**src/dslpc_pkg.sv**
```systemverilog
// ----------------------------------------------------------------------------
// Distance sampled line pattern classifier package
// Shared widths, register indexes, reset values, thresholds and handshake
// structs between the controller and the two window units.
// ----------------------------------------------------------------------------
`default_nettype none

package dslpc_pkg;

  localparam int DIST_W     = 32;
  localparam int COUNT_W    = 8;
  localparam int STEP_W     = 16;
  localparam int THR_W      = 8;
  localparam int CFG_IDX_W  = 2;
  localparam int CFG_DATA_W = 16;

  localparam int LINE_WINDOW_DEF   = 12;
  localparam int SENSOR_WINDOW_DEF = 20;

  // Configuration register indexes.
  localparam logic [CFG_IDX_W-1:0] CFG_LINE_STEP   = 2'd0;
  localparam logic [CFG_IDX_W-1:0] CFG_SENSOR_STEP = 2'd1;
  localparam logic [CFG_IDX_W-1:0] CFG_THRESHOLD   = 2'd2;

  localparam logic [STEP_W-1:0] LINE_STEP_RST   = 16'd400;
  localparam logic [STEP_W-1:0] SENSOR_STEP_RST = 16'd50;
  localparam logic [THR_W-1:0]  THRESHOLD_RST   = 8'd10;

  // Pattern thresholds in percent of the line window.
  localparam int PCT_SCALE      = 100;
  localparam int ROUND_ZERO_PCT = 35;
  localparam int ROUND_ONE_PCT  = 35;
  localparam int BARREL_TWO_PCT = 20;
  localparam int BARREL_ONE_PCT = 50;
  localparam int TRIPLE_PCT     = 85;
  localparam int ROUND_MIN_CHANGES  = 4;
  localparam int BARREL_MIN_CHANGES = 3;

  typedef enum logic [2:0] {
    ST_IDLE,
    ST_SAMPLE,
    ST_SCAN,
    ST_WAIT,
    ST_OUT
  } ctrl_state_e;

  typedef struct packed {
    logic sample;
    logic scan;
  } scan_cmd_t;

  typedef struct packed {
    logic done;
    logic roundabout;
    logic barrel;
    logic triple;
  } line_res_t;

  typedef struct packed {
    logic done;
    logic finish;
    logic crossing;
  } sensor_res_t;

endpackage

`default_nettype wire

```
**src/dslpc_line_hist.sv**
```systemverilog
// ----------------------------------------------------------------------------
// Line window histogram unit
// Holds the line count ring in a synchronous memory, writes samples and sweeps
// the ring once per tick to build the histogram and circular change count.
// ----------------------------------------------------------------------------
`default_nettype none

module dslpc_line_hist #(
  parameter int LINE_WINDOW = dslpc_pkg::LINE_WINDOW_DEF
) (
  input  wire                              clk_i,
  input  wire                              rst_ni,
  input  wire dslpc_pkg::scan_cmd_t        cmd_i,
  input  wire [dslpc_pkg::COUNT_W-1:0]     data_i,
  output dslpc_pkg::line_res_t             res_o
);

  localparam int AW = $clog2(LINE_WINDOW);
  localparam int CW = $clog2(LINE_WINDOW + 1);
  localparam logic [AW-1:0] LAST = AW'(LINE_WINDOW - 1);

  localparam int ROUND_ZERO_MIN =
    (dslpc_pkg::ROUND_ZERO_PCT * LINE_WINDOW + dslpc_pkg::PCT_SCALE - 1) / dslpc_pkg::PCT_SCALE;
  localparam int ROUND_ONE_MIN =
    (dslpc_pkg::ROUND_ONE_PCT * LINE_WINDOW + dslpc_pkg::PCT_SCALE - 1) / dslpc_pkg::PCT_SCALE;
  localparam int BARREL_TWO_MIN =
    (dslpc_pkg::BARREL_TWO_PCT * LINE_WINDOW + dslpc_pkg::PCT_SCALE - 1) / dslpc_pkg::PCT_SCALE;
  localparam int BARREL_ONE_MIN =
    (dslpc_pkg::BARREL_ONE_PCT * LINE_WINDOW + dslpc_pkg::PCT_SCALE - 1) / dslpc_pkg::PCT_SCALE;
  localparam int TRIPLE_MAX =
    (dslpc_pkg::TRIPLE_PCT * LINE_WINDOW) / dslpc_pkg::PCT_SCALE;

  logic [dslpc_pkg::COUNT_W-1:0] mem_q [LINE_WINDOW];
  logic [LINE_WINDOW-1:0]        vld_q;
  logic [AW-1:0]                 wptr_q;
  logic [AW-1:0]                 raddr_q;
  logic                          issue_q;
  logic                          p_vld_q;
  logic                          p_last_q;
  logic                          p_first_q;
  logic                          rvld_q;
  logic [dslpc_pkg::COUNT_W-1:0] rdata_q;

  logic [CW-1:0] n0_q, n1_q, n2_q, n3_q, chg_q;
  logic [CW-1:0] n0_d, n1_d, n2_d, n3_d, chg_d, chg_fin;
  logic [dslpc_pkg::COUNT_W-1:0] prev_q, first_q, val;
  logic done_q, round_q, barrel_q, triple_q;

  // Entries that were never written since reset read as zero.
  assign val = rvld_q ? rdata_q : '0;

  always_comb begin
    n0_d    = n0_q + CW'(val == 8'd0);
    n1_d    = n1_q + CW'(val == 8'd1);
    n2_d    = n2_q + CW'(val == 8'd2);
    n3_d    = n3_q + CW'(val == 8'd3);
    chg_d   = chg_q + CW'(!p_first_q && (val != prev_q));
    chg_fin = chg_d + CW'(val != first_q);
  end

  // Memory write and registered read port.
  always_ff @(posedge clk_i) begin
    if (cmd_i.sample) begin
      mem_q[wptr_q] <= data_i;
    end
    rdata_q <= mem_q[raddr_q];
  end

  always_ff @(posedge clk_i or negedge rst_ni) begin
    if (!rst_ni) begin
      vld_q     <= '0;
      wptr_q    <= '0;
      raddr_q   <= '0;
      issue_q   <= 1'b0;
      p_vld_q   <= 1'b0;
      p_last_q  <= 1'b0;
      p_first_q <= 1'b0;
      rvld_q    <= 1'b0;
      done_q    <= 1'b0;
    end else begin
      if (cmd_i.sample) begin
        vld_q[wptr_q] <= 1'b1;
        wptr_q        <= (wptr_q == LAST) ? '0 : wptr_q + 1'b1;
      end
      if (cmd_i.scan) begin
        issue_q <= 1'b1;
        raddr_q <= '0;
      end else if (issue_q) begin
        if (raddr_q == LAST) begin
          issue_q <= 1'b0;
        end else begin
          raddr_q <= raddr_q + 1'b1;
        end
      end
      p_vld_q   <= issue_q;
      p_last_q  <= issue_q && (raddr_q == LAST);
      p_first_q <= issue_q && (raddr_q == '0);
      rvld_q    <= vld_q[raddr_q];
      done_q    <= p_vld_q && p_last_q;
    end
  end

  always_ff @(posedge clk_i) begin
    if (cmd_i.scan) begin
      n0_q  <= '0;
      n1_q  <= '0;
      n2_q  <= '0;
      n3_q  <= '0;
      chg_q <= '0;
    end else if (p_vld_q) begin
      n0_q   <= n0_d;
      n1_q   <= n1_d;
      n2_q   <= n2_d;
      n3_q   <= n3_d;
      chg_q  <= chg_d;
      prev_q <= val;
      if (p_first_q) begin
        first_q <= val;
      end
      if (p_last_q) begin
        round_q  <= (n0_d >= CW'(ROUND_ZERO_MIN)) && (n1_d >= CW'(ROUND_ONE_MIN)) &&
                    (chg_fin >= CW'(dslpc_pkg::ROUND_MIN_CHANGES));
        barrel_q <= (n2_d >= CW'(BARREL_TWO_MIN)) && (n1_d >= CW'(BARREL_ONE_MIN)) &&
                    (chg_fin >= CW'(dslpc_pkg::BARREL_MIN_CHANGES));
        triple_q <= n3_d > CW'(TRIPLE_MAX);
      end
    end
  end

  assign res_o.done       = done_q;
  assign res_o.roundabout = round_q;
  assign res_o.barrel     = barrel_q;
  assign res_o.triple     = triple_q;

  assert property (@(posedge clk_i) disable iff (!rst_ni)
    cmd_i.sample |-> !issue_q && !p_vld_q)
    else $error("line window written during a sweep");

  assert property (@(posedge clk_i) disable iff (!rst_ni)
    done_q |-> $past(p_last_q))
    else $error("line sweep finished without its last entry");

  assert property (@(posedge clk_i) disable iff (!rst_ni)
    p_last_q |-> !issue_q)
    else $error("line sweep still reading after its last entry");

endmodule

`default_nettype wire

```
**src/dslpc_sensor_runs.sv**
```systemverilog
// ----------------------------------------------------------------------------
// Sensor window run counter
// Holds the active sensor ring in a synchronous memory, counts runs of wide
// samples in array order and clears the ring when the look-ahead entry is wide.
// ----------------------------------------------------------------------------
`default_nettype none

module dslpc_sensor_runs #(
  parameter int SENSOR_WINDOW = dslpc_pkg::SENSOR_WINDOW_DEF
) (
  input  wire                              clk_i,
  input  wire                              rst_ni,
  input  wire dslpc_pkg::scan_cmd_t        cmd_i,
  input  wire [dslpc_pkg::COUNT_W-1:0]     data_i,
  input  wire [dslpc_pkg::THR_W-1:0]       threshold_i,
  output dslpc_pkg::sensor_res_t           res_o
);

  localparam int AW = $clog2(SENSOR_WINDOW);
  localparam logic [AW-1:0] LAST = AW'(SENSOR_WINDOW - 1);

  logic [dslpc_pkg::COUNT_W-1:0] mem_q [SENSOR_WINDOW];
  logic [SENSOR_WINDOW-1:0]      vld_q;
  logic [AW-1:0]                 wptr_q;
  logic [AW-1:0]                 raddr_q;
  logic [AW-1:0]                 chk_idx;
  logic                          issue_q;
  logic                          p_vld_q;
  logic                          p_last_q;
  logic                          p_chk_q;
  logic                          rvld_q;
  logic [dslpc_pkg::COUNT_W-1:0] rdata_q;
  logic [dslpc_pkg::COUNT_W-1:0] val;
  logic                          wide;
  logic                          chk_wide;
  logic                          in_run_q;
  logic                          chk_q;
  logic [1:0]                    runs_q, runs_d, runs_fin;
  logic                          done_q, finish_q, crossing_q;

  // Run counts saturate at three; anything above two means neither mark.
  function automatic logic [1:0] sat_inc(input logic [1:0] cnt, input logic inc);
    logic [1:0] res;
    res = (inc && (cnt != 2'd3)) ? cnt + 2'd1 : cnt;
    return res;
  endfunction

  assign chk_idx  = (wptr_q == LAST) ? '0 : wptr_q + 1'b1;
  assign val      = rvld_q ? rdata_q : '0;
  assign wide     = val > threshold_i;
  assign chk_wide = p_chk_q ? wide : chk_q;
  assign runs_d   = sat_inc(runs_q, in_run_q && !wide);
  assign runs_fin = sat_inc(runs_q, in_run_q || wide);

  always_ff @(posedge clk_i) begin
    if (cmd_i.sample) begin
      mem_q[wptr_q] <= data_i;
    end
    rdata_q <= mem_q[raddr_q];
  end

  always_ff @(posedge clk_i or negedge rst_ni) begin
    if (!rst_ni) begin
      vld_q    <= '0;
      wptr_q   <= '0;
      raddr_q  <= '0;
      issue_q  <= 1'b0;
      p_vld_q  <= 1'b0;
      p_last_q <= 1'b0;
      p_chk_q  <= 1'b0;
      rvld_q   <= 1'b0;
      done_q   <= 1'b0;
    end else begin
      if (cmd_i.sample) begin
        vld_q[wptr_q] <= 1'b1;
        wptr_q        <= (wptr_q == LAST) ? '0 : wptr_q + 1'b1;
      end
      if (cmd_i.scan) begin
        issue_q <= 1'b1;
        raddr_q <= '0;
      end else if (issue_q) begin
        if (raddr_q == LAST) begin
          issue_q <= 1'b0;
        end else begin
          raddr_q <= raddr_q + 1'b1;
        end
      end
      p_vld_q  <= issue_q;
      p_last_q <= issue_q && (raddr_q == LAST);
      p_chk_q  <= issue_q && (raddr_q == chk_idx);
      rvld_q   <= vld_q[raddr_q];
      done_q   <= p_vld_q && p_last_q;
      // A wide look-ahead entry empties the whole window.
      if (p_vld_q && p_last_q && chk_wide) begin
        vld_q <= '0;
      end
    end
  end

  always_ff @(posedge clk_i) begin
    if (cmd_i.scan) begin
      runs_q   <= '0;
      in_run_q <= 1'b0;
      chk_q    <= 1'b0;
    end else if (p_vld_q) begin
      runs_q   <= runs_d;
      in_run_q <= wide;
      chk_q    <= chk_wide;
      if (p_last_q) begin
        finish_q   <= chk_wide && (runs_fin == 2'd1);
        crossing_q <= chk_wide && (runs_fin == 2'd2);
      end
    end
  end

  assign res_o.done     = done_q;
  assign res_o.finish   = finish_q;
  assign res_o.crossing = crossing_q;

  assert property (@(posedge clk_i) disable iff (!rst_ni)
    cmd_i.sample |-> !issue_q && !p_vld_q)
    else $error("sensor window written during a sweep");

  assert property (@(posedge clk_i) disable iff (!rst_ni)
    done_q |-> $past(p_last_q))
    else $error("sensor sweep finished without its last entry");

  assert property (@(posedge clk_i) disable iff (!rst_ni)
    (done_q && $past(chk_wide)) |-> (vld_q == '0))
    else $error("sensor window not cleared after a wide look-ahead entry");

endmodule

`default_nettype wire

```
**src/distance_sampled_line_pattern_classifier.sv**
```systemverilog
// ----------------------------------------------------------------------------
// Distance sampled line pattern classifier
// Samples line and sensor counts by travelled distance into two ring windows
// and reports finish, crossing and three line patterns once per tick.
// ----------------------------------------------------------------------------
//  Channel  Direction  Handshake                   Payload
//  in       input      in_valid_i / in_stall_o     travel_distance, line_count,
//                                                  active_sensors
//  out      output     out_valid_o / out_stall_i   finish, crossing, roundabout,
//                                                  barrel, triple
//  cfg      input      cfg_we_i                    cfg_idx_i, cfg_data_i
//
//  A tick runs from transfer through the sample, scan, wait and output
//  states; the wait ends with the one-entry-per-cycle sweep of the larger
//  window memory. One tick is in work at a time; the next is taken
//  while the previous result still waits in the output register.
//  Reset clears both windows at once through per-entry valid bits.
//  A stalled output holds the sweep result until the output register frees.
// ----------------------------------------------------------------------------
`default_nettype none

module distance_sampled_line_pattern_classifier #(
  parameter int LINE_WINDOW   = dslpc_pkg::LINE_WINDOW_DEF,
  parameter int SENSOR_WINDOW = dslpc_pkg::SENSOR_WINDOW_DEF
) (
  input  wire                                clk_i,
  input  wire                                rst_ni,
  input  wire                                in_valid_i,
  output logic                               in_stall_o,
  input  wire [dslpc_pkg::DIST_W-1:0]        travel_distance_i,
  input  wire [dslpc_pkg::COUNT_W-1:0]       line_count_i,
  input  wire [dslpc_pkg::COUNT_W-1:0]       active_sensors_i,
  output logic                               out_valid_o,
  input  wire                                out_stall_i,
  output logic                               finish_mark_o,
  output logic                               crossing_mark_o,
  output logic                               roundabout_pattern_o,
  output logic                               barrel_pattern_o,
  output logic                               triple_pattern_o,
  input  wire                                cfg_we_i,
  input  wire [dslpc_pkg::CFG_IDX_W-1:0]     cfg_idx_i,
  input  wire [dslpc_pkg::CFG_DATA_W-1:0]    cfg_data_i
);

  dslpc_pkg::ctrl_state_e state_q, state_d;

  logic [dslpc_pkg::STEP_W-1:0]  line_step_q, sensor_step_q;
  logic [dslpc_pkg::THR_W-1:0]   threshold_q;
  logic [dslpc_pkg::DIST_W-1:0]  dist_q, last_line_q, last_sensor_q;
  logic [dslpc_pkg::DIST_W-1:0]  line_diff, sensor_diff;
  logic [dslpc_pkg::COUNT_W-1:0] lines_q, active_q;
  logic                          line_hit, sensor_hit;
  logic                          got_line_q, got_sensor_q, both_done;
  logic                          in_xfer, load;
  logic                          out_valid_q;
  logic finish_q, crossing_q, round_q, barrel_q, triple_q;

  dslpc_pkg::scan_cmd_t   line_cmd, sensor_cmd;
  dslpc_pkg::line_res_t   line_res;
  dslpc_pkg::sensor_res_t sensor_res;

  // Differences wrap modulo 2^32, so a reading below the last sample is a
  // large forward advance.
  assign line_diff   = dist_q - last_line_q;
  assign sensor_diff = dist_q - last_sensor_q;
  assign line_hit    = line_diff > {{(dslpc_pkg::DIST_W - dslpc_pkg::STEP_W){1'b0}}, line_step_q};
  assign sensor_hit  = sensor_diff >
                       {{(dslpc_pkg::DIST_W - dslpc_pkg::STEP_W){1'b0}}, sensor_step_q};
  assign both_done   = (got_line_q || line_res.done) && (got_sensor_q || sensor_res.done);
  assign in_xfer     = in_valid_i && !in_stall_o;

  // Next state.
  always_comb begin
    state_d = state_q;
    unique case (state_q)
      dslpc_pkg::ST_IDLE:   if (in_valid_i) state_d = dslpc_pkg::ST_SAMPLE;
      dslpc_pkg::ST_SAMPLE: state_d = dslpc_pkg::ST_SCAN;
      dslpc_pkg::ST_SCAN:   state_d = dslpc_pkg::ST_WAIT;
      dslpc_pkg::ST_WAIT:   if (both_done) state_d = dslpc_pkg::ST_OUT;
      dslpc_pkg::ST_OUT:    if (!out_valid_q || !out_stall_i) state_d = dslpc_pkg::ST_IDLE;
      default:              state_d = dslpc_pkg::ST_IDLE;
    endcase
  end

  // Outputs of the sequencer.
  always_comb begin
    in_stall_o        = 1'b1;
    line_cmd.sample   = 1'b0;
    line_cmd.scan     = 1'b0;
    sensor_cmd.sample = 1'b0;
    sensor_cmd.scan   = 1'b0;
    load              = 1'b0;
    unique case (state_q)
      dslpc_pkg::ST_IDLE:   in_stall_o = 1'b0;
      dslpc_pkg::ST_SAMPLE: begin
        line_cmd.sample   = line_hit;
        sensor_cmd.sample = sensor_hit;
      end
      dslpc_pkg::ST_SCAN: begin
        line_cmd.scan   = 1'b1;
        sensor_cmd.scan = 1'b1;
      end
      dslpc_pkg::ST_WAIT: ;
      dslpc_pkg::ST_OUT:  load = !out_valid_q || !out_stall_i;
      default: ;
    endcase
  end

  always_ff @(posedge clk_i or negedge rst_ni) begin
    if (!rst_ni) begin
      state_q       <= dslpc_pkg::ST_IDLE;
      line_step_q   <= dslpc_pkg::LINE_STEP_RST;
      sensor_step_q <= dslpc_pkg::SENSOR_STEP_RST;
      threshold_q   <= dslpc_pkg::THRESHOLD_RST;
      last_line_q   <= '0;
      last_sensor_q <= '0;
      got_line_q    <= 1'b0;
      got_sensor_q  <= 1'b0;
      out_valid_q   <= 1'b0;
    end else begin
      state_q <= state_d;
      if (cfg_we_i) begin
        unique case (cfg_idx_i)
          dslpc_pkg::CFG_LINE_STEP:   line_step_q   <= cfg_data_i;
          dslpc_pkg::CFG_SENSOR_STEP: sensor_step_q <= cfg_data_i;
          dslpc_pkg::CFG_THRESHOLD:   threshold_q   <= cfg_data_i[dslpc_pkg::THR_W-1:0];
          default: ;
        endcase
      end
      if (line_cmd.sample) begin
        last_line_q <= dist_q;
      end
      if (sensor_cmd.sample) begin
        last_sensor_q <= dist_q;
      end
      if (line_cmd.scan) begin
        got_line_q   <= 1'b0;
        got_sensor_q <= 1'b0;
      end else begin
        if (line_res.done) got_line_q <= 1'b1;
        if (sensor_res.done) got_sensor_q <= 1'b1;
      end
      if (load) begin
        out_valid_q <= 1'b1;
      end else if (out_valid_q && !out_stall_i) begin
        out_valid_q <= 1'b0;
      end
    end
  end

  always_ff @(posedge clk_i) begin
    if (in_xfer) begin
      dist_q   <= travel_distance_i;
      lines_q  <= line_count_i;
      active_q <= active_sensors_i;
    end
    if (load) begin
      finish_q   <= sensor_res.finish;
      crossing_q <= sensor_res.crossing;
      round_q    <= line_res.roundabout;
      barrel_q   <= line_res.barrel;
      triple_q   <= line_res.triple;
    end
  end

  dslpc_line_hist #(
    .LINE_WINDOW(LINE_WINDOW)
  ) u_line (
    .clk_i  (clk_i),
    .rst_ni (rst_ni),
    .cmd_i  (line_cmd),
    .data_i (lines_q),
    .res_o  (line_res)
  );

  dslpc_sensor_runs #(
    .SENSOR_WINDOW(SENSOR_WINDOW)
  ) u_sensor (
    .clk_i       (clk_i),
    .rst_ni      (rst_ni),
    .cmd_i       (sensor_cmd),
    .data_i      (active_q),
    .threshold_i (threshold_q),
    .res_o       (sensor_res)
  );

  assign out_valid_o          = out_valid_q;
  assign finish_mark_o        = finish_q;
  assign crossing_mark_o      = crossing_q;
  assign roundabout_pattern_o = round_q;
  assign barrel_pattern_o     = barrel_q;
  assign triple_pattern_o     = triple_q;

  assert property (@(posedge clk_i) disable iff (!rst_ni)
    out_valid_o |-> !(finish_mark_o && crossing_mark_o))
    else $error("finish and crossing reported together");

  assert property (@(posedge clk_i) disable iff (!rst_ni)
    line_res.done |-> (state_q == dslpc_pkg::ST_WAIT))
    else $error("line sweep finished outside the wait state");

  assert property (@(posedge clk_i) disable iff (!rst_ni)
    sensor_res.done |-> (state_q == dslpc_pkg::ST_WAIT))
    else $error("sensor sweep finished outside the wait state");

  assert property (@(posedge clk_i) disable iff (!rst_ni)
    load |=> out_valid_q && (state_q == dslpc_pkg::ST_IDLE))
    else $error("result load did not raise the output");

endmodule

`default_nettype wire
```
**config.mk**
```make
export PLATFORM = sky130hd
export DESIGN_NAME = distance_sampled_line_pattern_classifier
export DESIGN_NICKNAME = d
export VERILOG_FILES = /design/src/dslpc_pkg.sv /design/src/dslpc_line_hist.sv /design/src/dslpc_sensor_runs.sv /design/src/distance_sampled_line_pattern_classifier.sv
export SDC_FILE = /design/constraint.sdc
export NUM_CORES = 1
export LEC_CHECK = 0
export ABC_AREA = 1
export BUFFER_PORTS_ARGS = -buffer_cell sky130_fd_sc_hd__buf_2
export CAP_MARGIN = 25
export CORE_MARGIN = 2
export CORE_UTILIZATION = 36
export CTS_CLUSTER_SIZE = 24
export DETAILED_ROUTE_END_ITERATION = 8
export PLACE_DENSITY_LB_ADDON = 0.12
export SLEW_MARGIN = 10
export SYNTH_ARGS = -nofsm -noshare
export SYNTH_HDL_FRONTEND = slang
export SYNTH_SLANG_ARGS = --single-unit
```
**constraint.sdc**
```tcl
create_clock -name clk_i -period 5.68 [get_ports clk_i]
set_input_delay 0.284 -clock clk_i [delete_from_list [all_inputs] [get_ports clk_i]]
set_output_delay 0.284 -clock clk_i [all_outputs]
set_load 0.02 [all_outputs]
```
==> metrics <==
Place WS 0.718 ns; status finished clean; Sw Ratio 43.2%; ranking of synthesized cells by area edfxtp_1, dfrtp_1, nand2_1; Final Setup Violations 0; Final Total Pwr 17.6 mW; htree depth 2; Worst-Skew Late Latency approximately 0.65 ns; CP Launch Type flop; worst-margin pin slew around 1.0 ns; skew final 0.0602 ns; DRT Pass-1 Iters 8; clk sinks around 540; Main synth FF type edfxtp_1; Netlist Area Pre-Place between 0.02 and 0.03 mm²; crit path DAT between 5 and 6 ns; Psw around 7.6 mW; layout cells sized above 1 just over 7%; placed cell count around 4200; final wirelength 76900 µm; overall routing resource usage around a fifth; Final WS setup just under 0.7 ns; # rows 101; post-CTS resize count 0; CP max FO 36; ys async rst share 31.7%; #FFs+latches synth 542; first-pass GRT wire length between 100000 and 150000 µm; fin. max-slew vios 0; sequential area share after synthesis 54.4%; RSZ-0062 raised after global routing no; hold_buf cts 65; Relative slew margins about 33%; post-synthesis cell type count 48; I/O pin count 78; Seq pwr share 32.7%; Synth Instances between 3000 and 4000; worst vdd ir 0.291 mV; max-cap viol count 0; Power Dens Cells around 560 mW/mm²; Initial DRC Count between 1000 and 1500; TritonCTS buffer count 60; Post-Syn Nets 3332; vias in the first global route approximately 21000; synthesis-to-layout area growth 14.4%; routed wire length per instance ~18 µm; via count 21300; Int Power approximately 10 mW; synth warn 0; residual DRC count 0; placed wire-length estimate 54200 µm; port buffer count 77; fmax 200 MHz; hold crit path type in -> reg; Synth area leader edfxtp_1; Initial Util between 30% and 40%; CTS tree yes; antenna viol nets, final 0; Antenna Cells 0; clk slew on worst S/H paths roughly 0.060 ns; Vias/cell just under 5; R2R Setup Slk between 0.6 and 0.7 ns; Die Wd roughly 280 µm; clock power share between 20% and 30%; placer congestion estimate 0.934; CP required between 6 and 7 ns; fin crit share 88.2%; setup_tns 0 ns; Mapped Avg Cell Area between 8 and 9 µm²; Hold Vio Cnt, Final 0; fin cells 4331; core box area about 0.076 mm²; total die area approximately 0.08 mm²; Tmin final approximately 5 ns; grt total ovfl 0; largest net degree at the start of global routing 100; Nets approximately 3400; leakage power total 14.3 nW; EDFF count, synth 330; critical path type reg -> reg; top cell type's share of synthesized area 35.9%; initial antenna violation count 0; Fill cells roughly 7500; Die Y-Extent between 200 and 300 µm; CTS Buffer Depth 3; Comb pwr share around 45%; post-CTS setup buffer count 0; CP endpoint kind flop; clock root buffer clkbuf_16
==> flip-flops by register name, indices dropped and copies added (netlist names), 8 cells and up <==
signal and cells:
last_sensor_q 32, lines_q 8, u_sensor.mem_q 160, u_line.rdata_q 8, u_line.prev_q 8, line_step_q 16, active_q 8, u_line.first_q 8
u_sensor.vld_q 20, sensor_step_q 16, u_line.vld_q 12, dist_q 32, threshold_q 8, u_sensor.rdata_q 8, u_line.mem_q 96, last_line_q 32
==> power by group through the flow <==
stage	clock (mW)	sequential [mW]	combinational, mW
after CTS	4.01	5.76	8.00
after global routing	4.15	5.86	9.07
after detailed placement	0	5.83	7.92
final	3.89	5.75	7.92
after global placement	0	5.82	7.87
after floorplan	0	5.53	5.78
==> worst paths after layout <==
kind	startpoint	to	cells past startpoint
setup / recovery	dist_q[0]$_DFFE_PP_	last_line_q[24]$_DFFE_PN0P_	24
min in group asynchronous	rst_ni	line_step_q[14]$_DFFE_PN0P_	2
max in group asynchronous	rst_ni	last_line_q[12]$_DFFE_PN0P_	3
setup reg to reg	dist_q[0]$_DFFE_PP_	last_line_q[24]$_DFFE_PN0P_	24
hold reg to reg	u_sensor.issue_q$_DFF_PN0_	u_sensor.p_vld_q$_DFF_PN0_	0
hold / removal	cfg_data_i[13]	line_step_q[13]$_DFFE_PN0P_	3
==> worst max-delay path, cell delays in order (launching register included) <==
cell      delay (ns)
edfxtp_1        0.34
inv_1           0.07
ha_1            0.24
fa_1            0.42
o21ai_1         0.34
nand2_1         0.09
nand2_1         0.15
nand2_1         0.07
nand2_1         0.16
xor2_1          0.10
ha_1            0.30
nand2_1         0.05
nor2_1          0.16
nand3_1         0.17
nor4_1          0.43
nor2_1          0.14
nor2_1          0.22
nand2_1         0.09
inv_1           0.05
nand2_1         0.04
nor2_1          0.11
nand2_2         0.35
nand2_4         0.55
nand2_1         0.11
nand2_1         0.09
==> metrics by stage <==
step	instance area [µm²]	util [%]	hold slack (ns)
2_1_floorplan	27600	-	-0.0116
3_3_place_gp	29000	38.1	0.394
3_5_place_dp	29000	38.1	0.405
4_1_cts	31600	41.6	0.00262
5_1_grt	31600	41.6	0.0320
6_report	31600	41.6	0.0198
==> metal layers <==
layer | vias up | part of all wire, % | GRT usage [%]
li1 | 10500 | - | -
met5 | - | 0 | 0
met1 | 10200 | 47 | 27.1
met4 | 0 | 2.5 | 5.65
met2 | 432 | 47 | 32.1
met3 | 107 | 3.9 | 2.16
==> layout by cell type (no fill, tap or decap), types with 4 or more instances in the layout <==
| master | count |
|---|---|
| dlygate4sd3_1 | 65 |
| nor3_1 | 34 |
| a221oi_1 | 8 |
| a21boi_0 | 5 |
| nand4_1 | 31 |
| clkbuf_1 | 22 |
| nand2_1 | 788 |
| nand3_1 | 180 |
| nor3_2 | 4 |
| inv_2 | 7 |
| ha_1 | 126 |
| dfxtp_1 | 40 |
| bufinv_16 | 5 |
| nor4_1 | 5 |
| nand3_2 | 22 |
| o22ai_1 | 65 |
| clkinv_2 | 11 |
| buf_4 | 21 |
| o21ai_0 | 258 |
| a21oi_1 | 108 |
| clkinv_1 | 7 |
| xnor2_1 | 19 |
| nor2_1 | 308 |
| buf_2 | 76 |
| dfstp_2 | 8 |
| inv_1 | 428 |
| clkbuf_16 | 62 |
| xor2_1 | 38 |
| edfxtp_1 | 330 |
| dfrtp_1 | 163 |
| nand3b_1 | 5 |
| o21bai_1 | 8 |
==> area by class of cell <==
class	instances	area (µm²)	share of cell area, %
clock inverter	27	302	0.954
sequential	542	15000	47.5
timing repair buffer	165	1230	3.90
multi-input combinational	2045	10500	33.1
inverter	436	1640	5.18
tap	1030	1290	4.08
clock buffer	86	1660	5.26
==> cells in the mapped netlist (40+ instances only) <==
cell and instances:
dfrtp_1 164, nor2_1 309, o21ai_0 258, clkbuf_1 86, ha_1 126, inv_1 430
o22ai_1 65, a21oi_1 108, dfxtp_1 40, nand2_1 788, edfxtp_1 330, nand3_1 180
==> logic make-up after synthesis <==
group / after synthesis / synth area share, %
simple gates: 1391 / 21.0
compound gates: 469 / 9.16
buf+inv: 546 / 7.81
fa+ha+maj: 128 / 5.85
flops: 542 / 54.4
xor+xnor: 57 / 1.81
(Power assumes the default switching activity.)
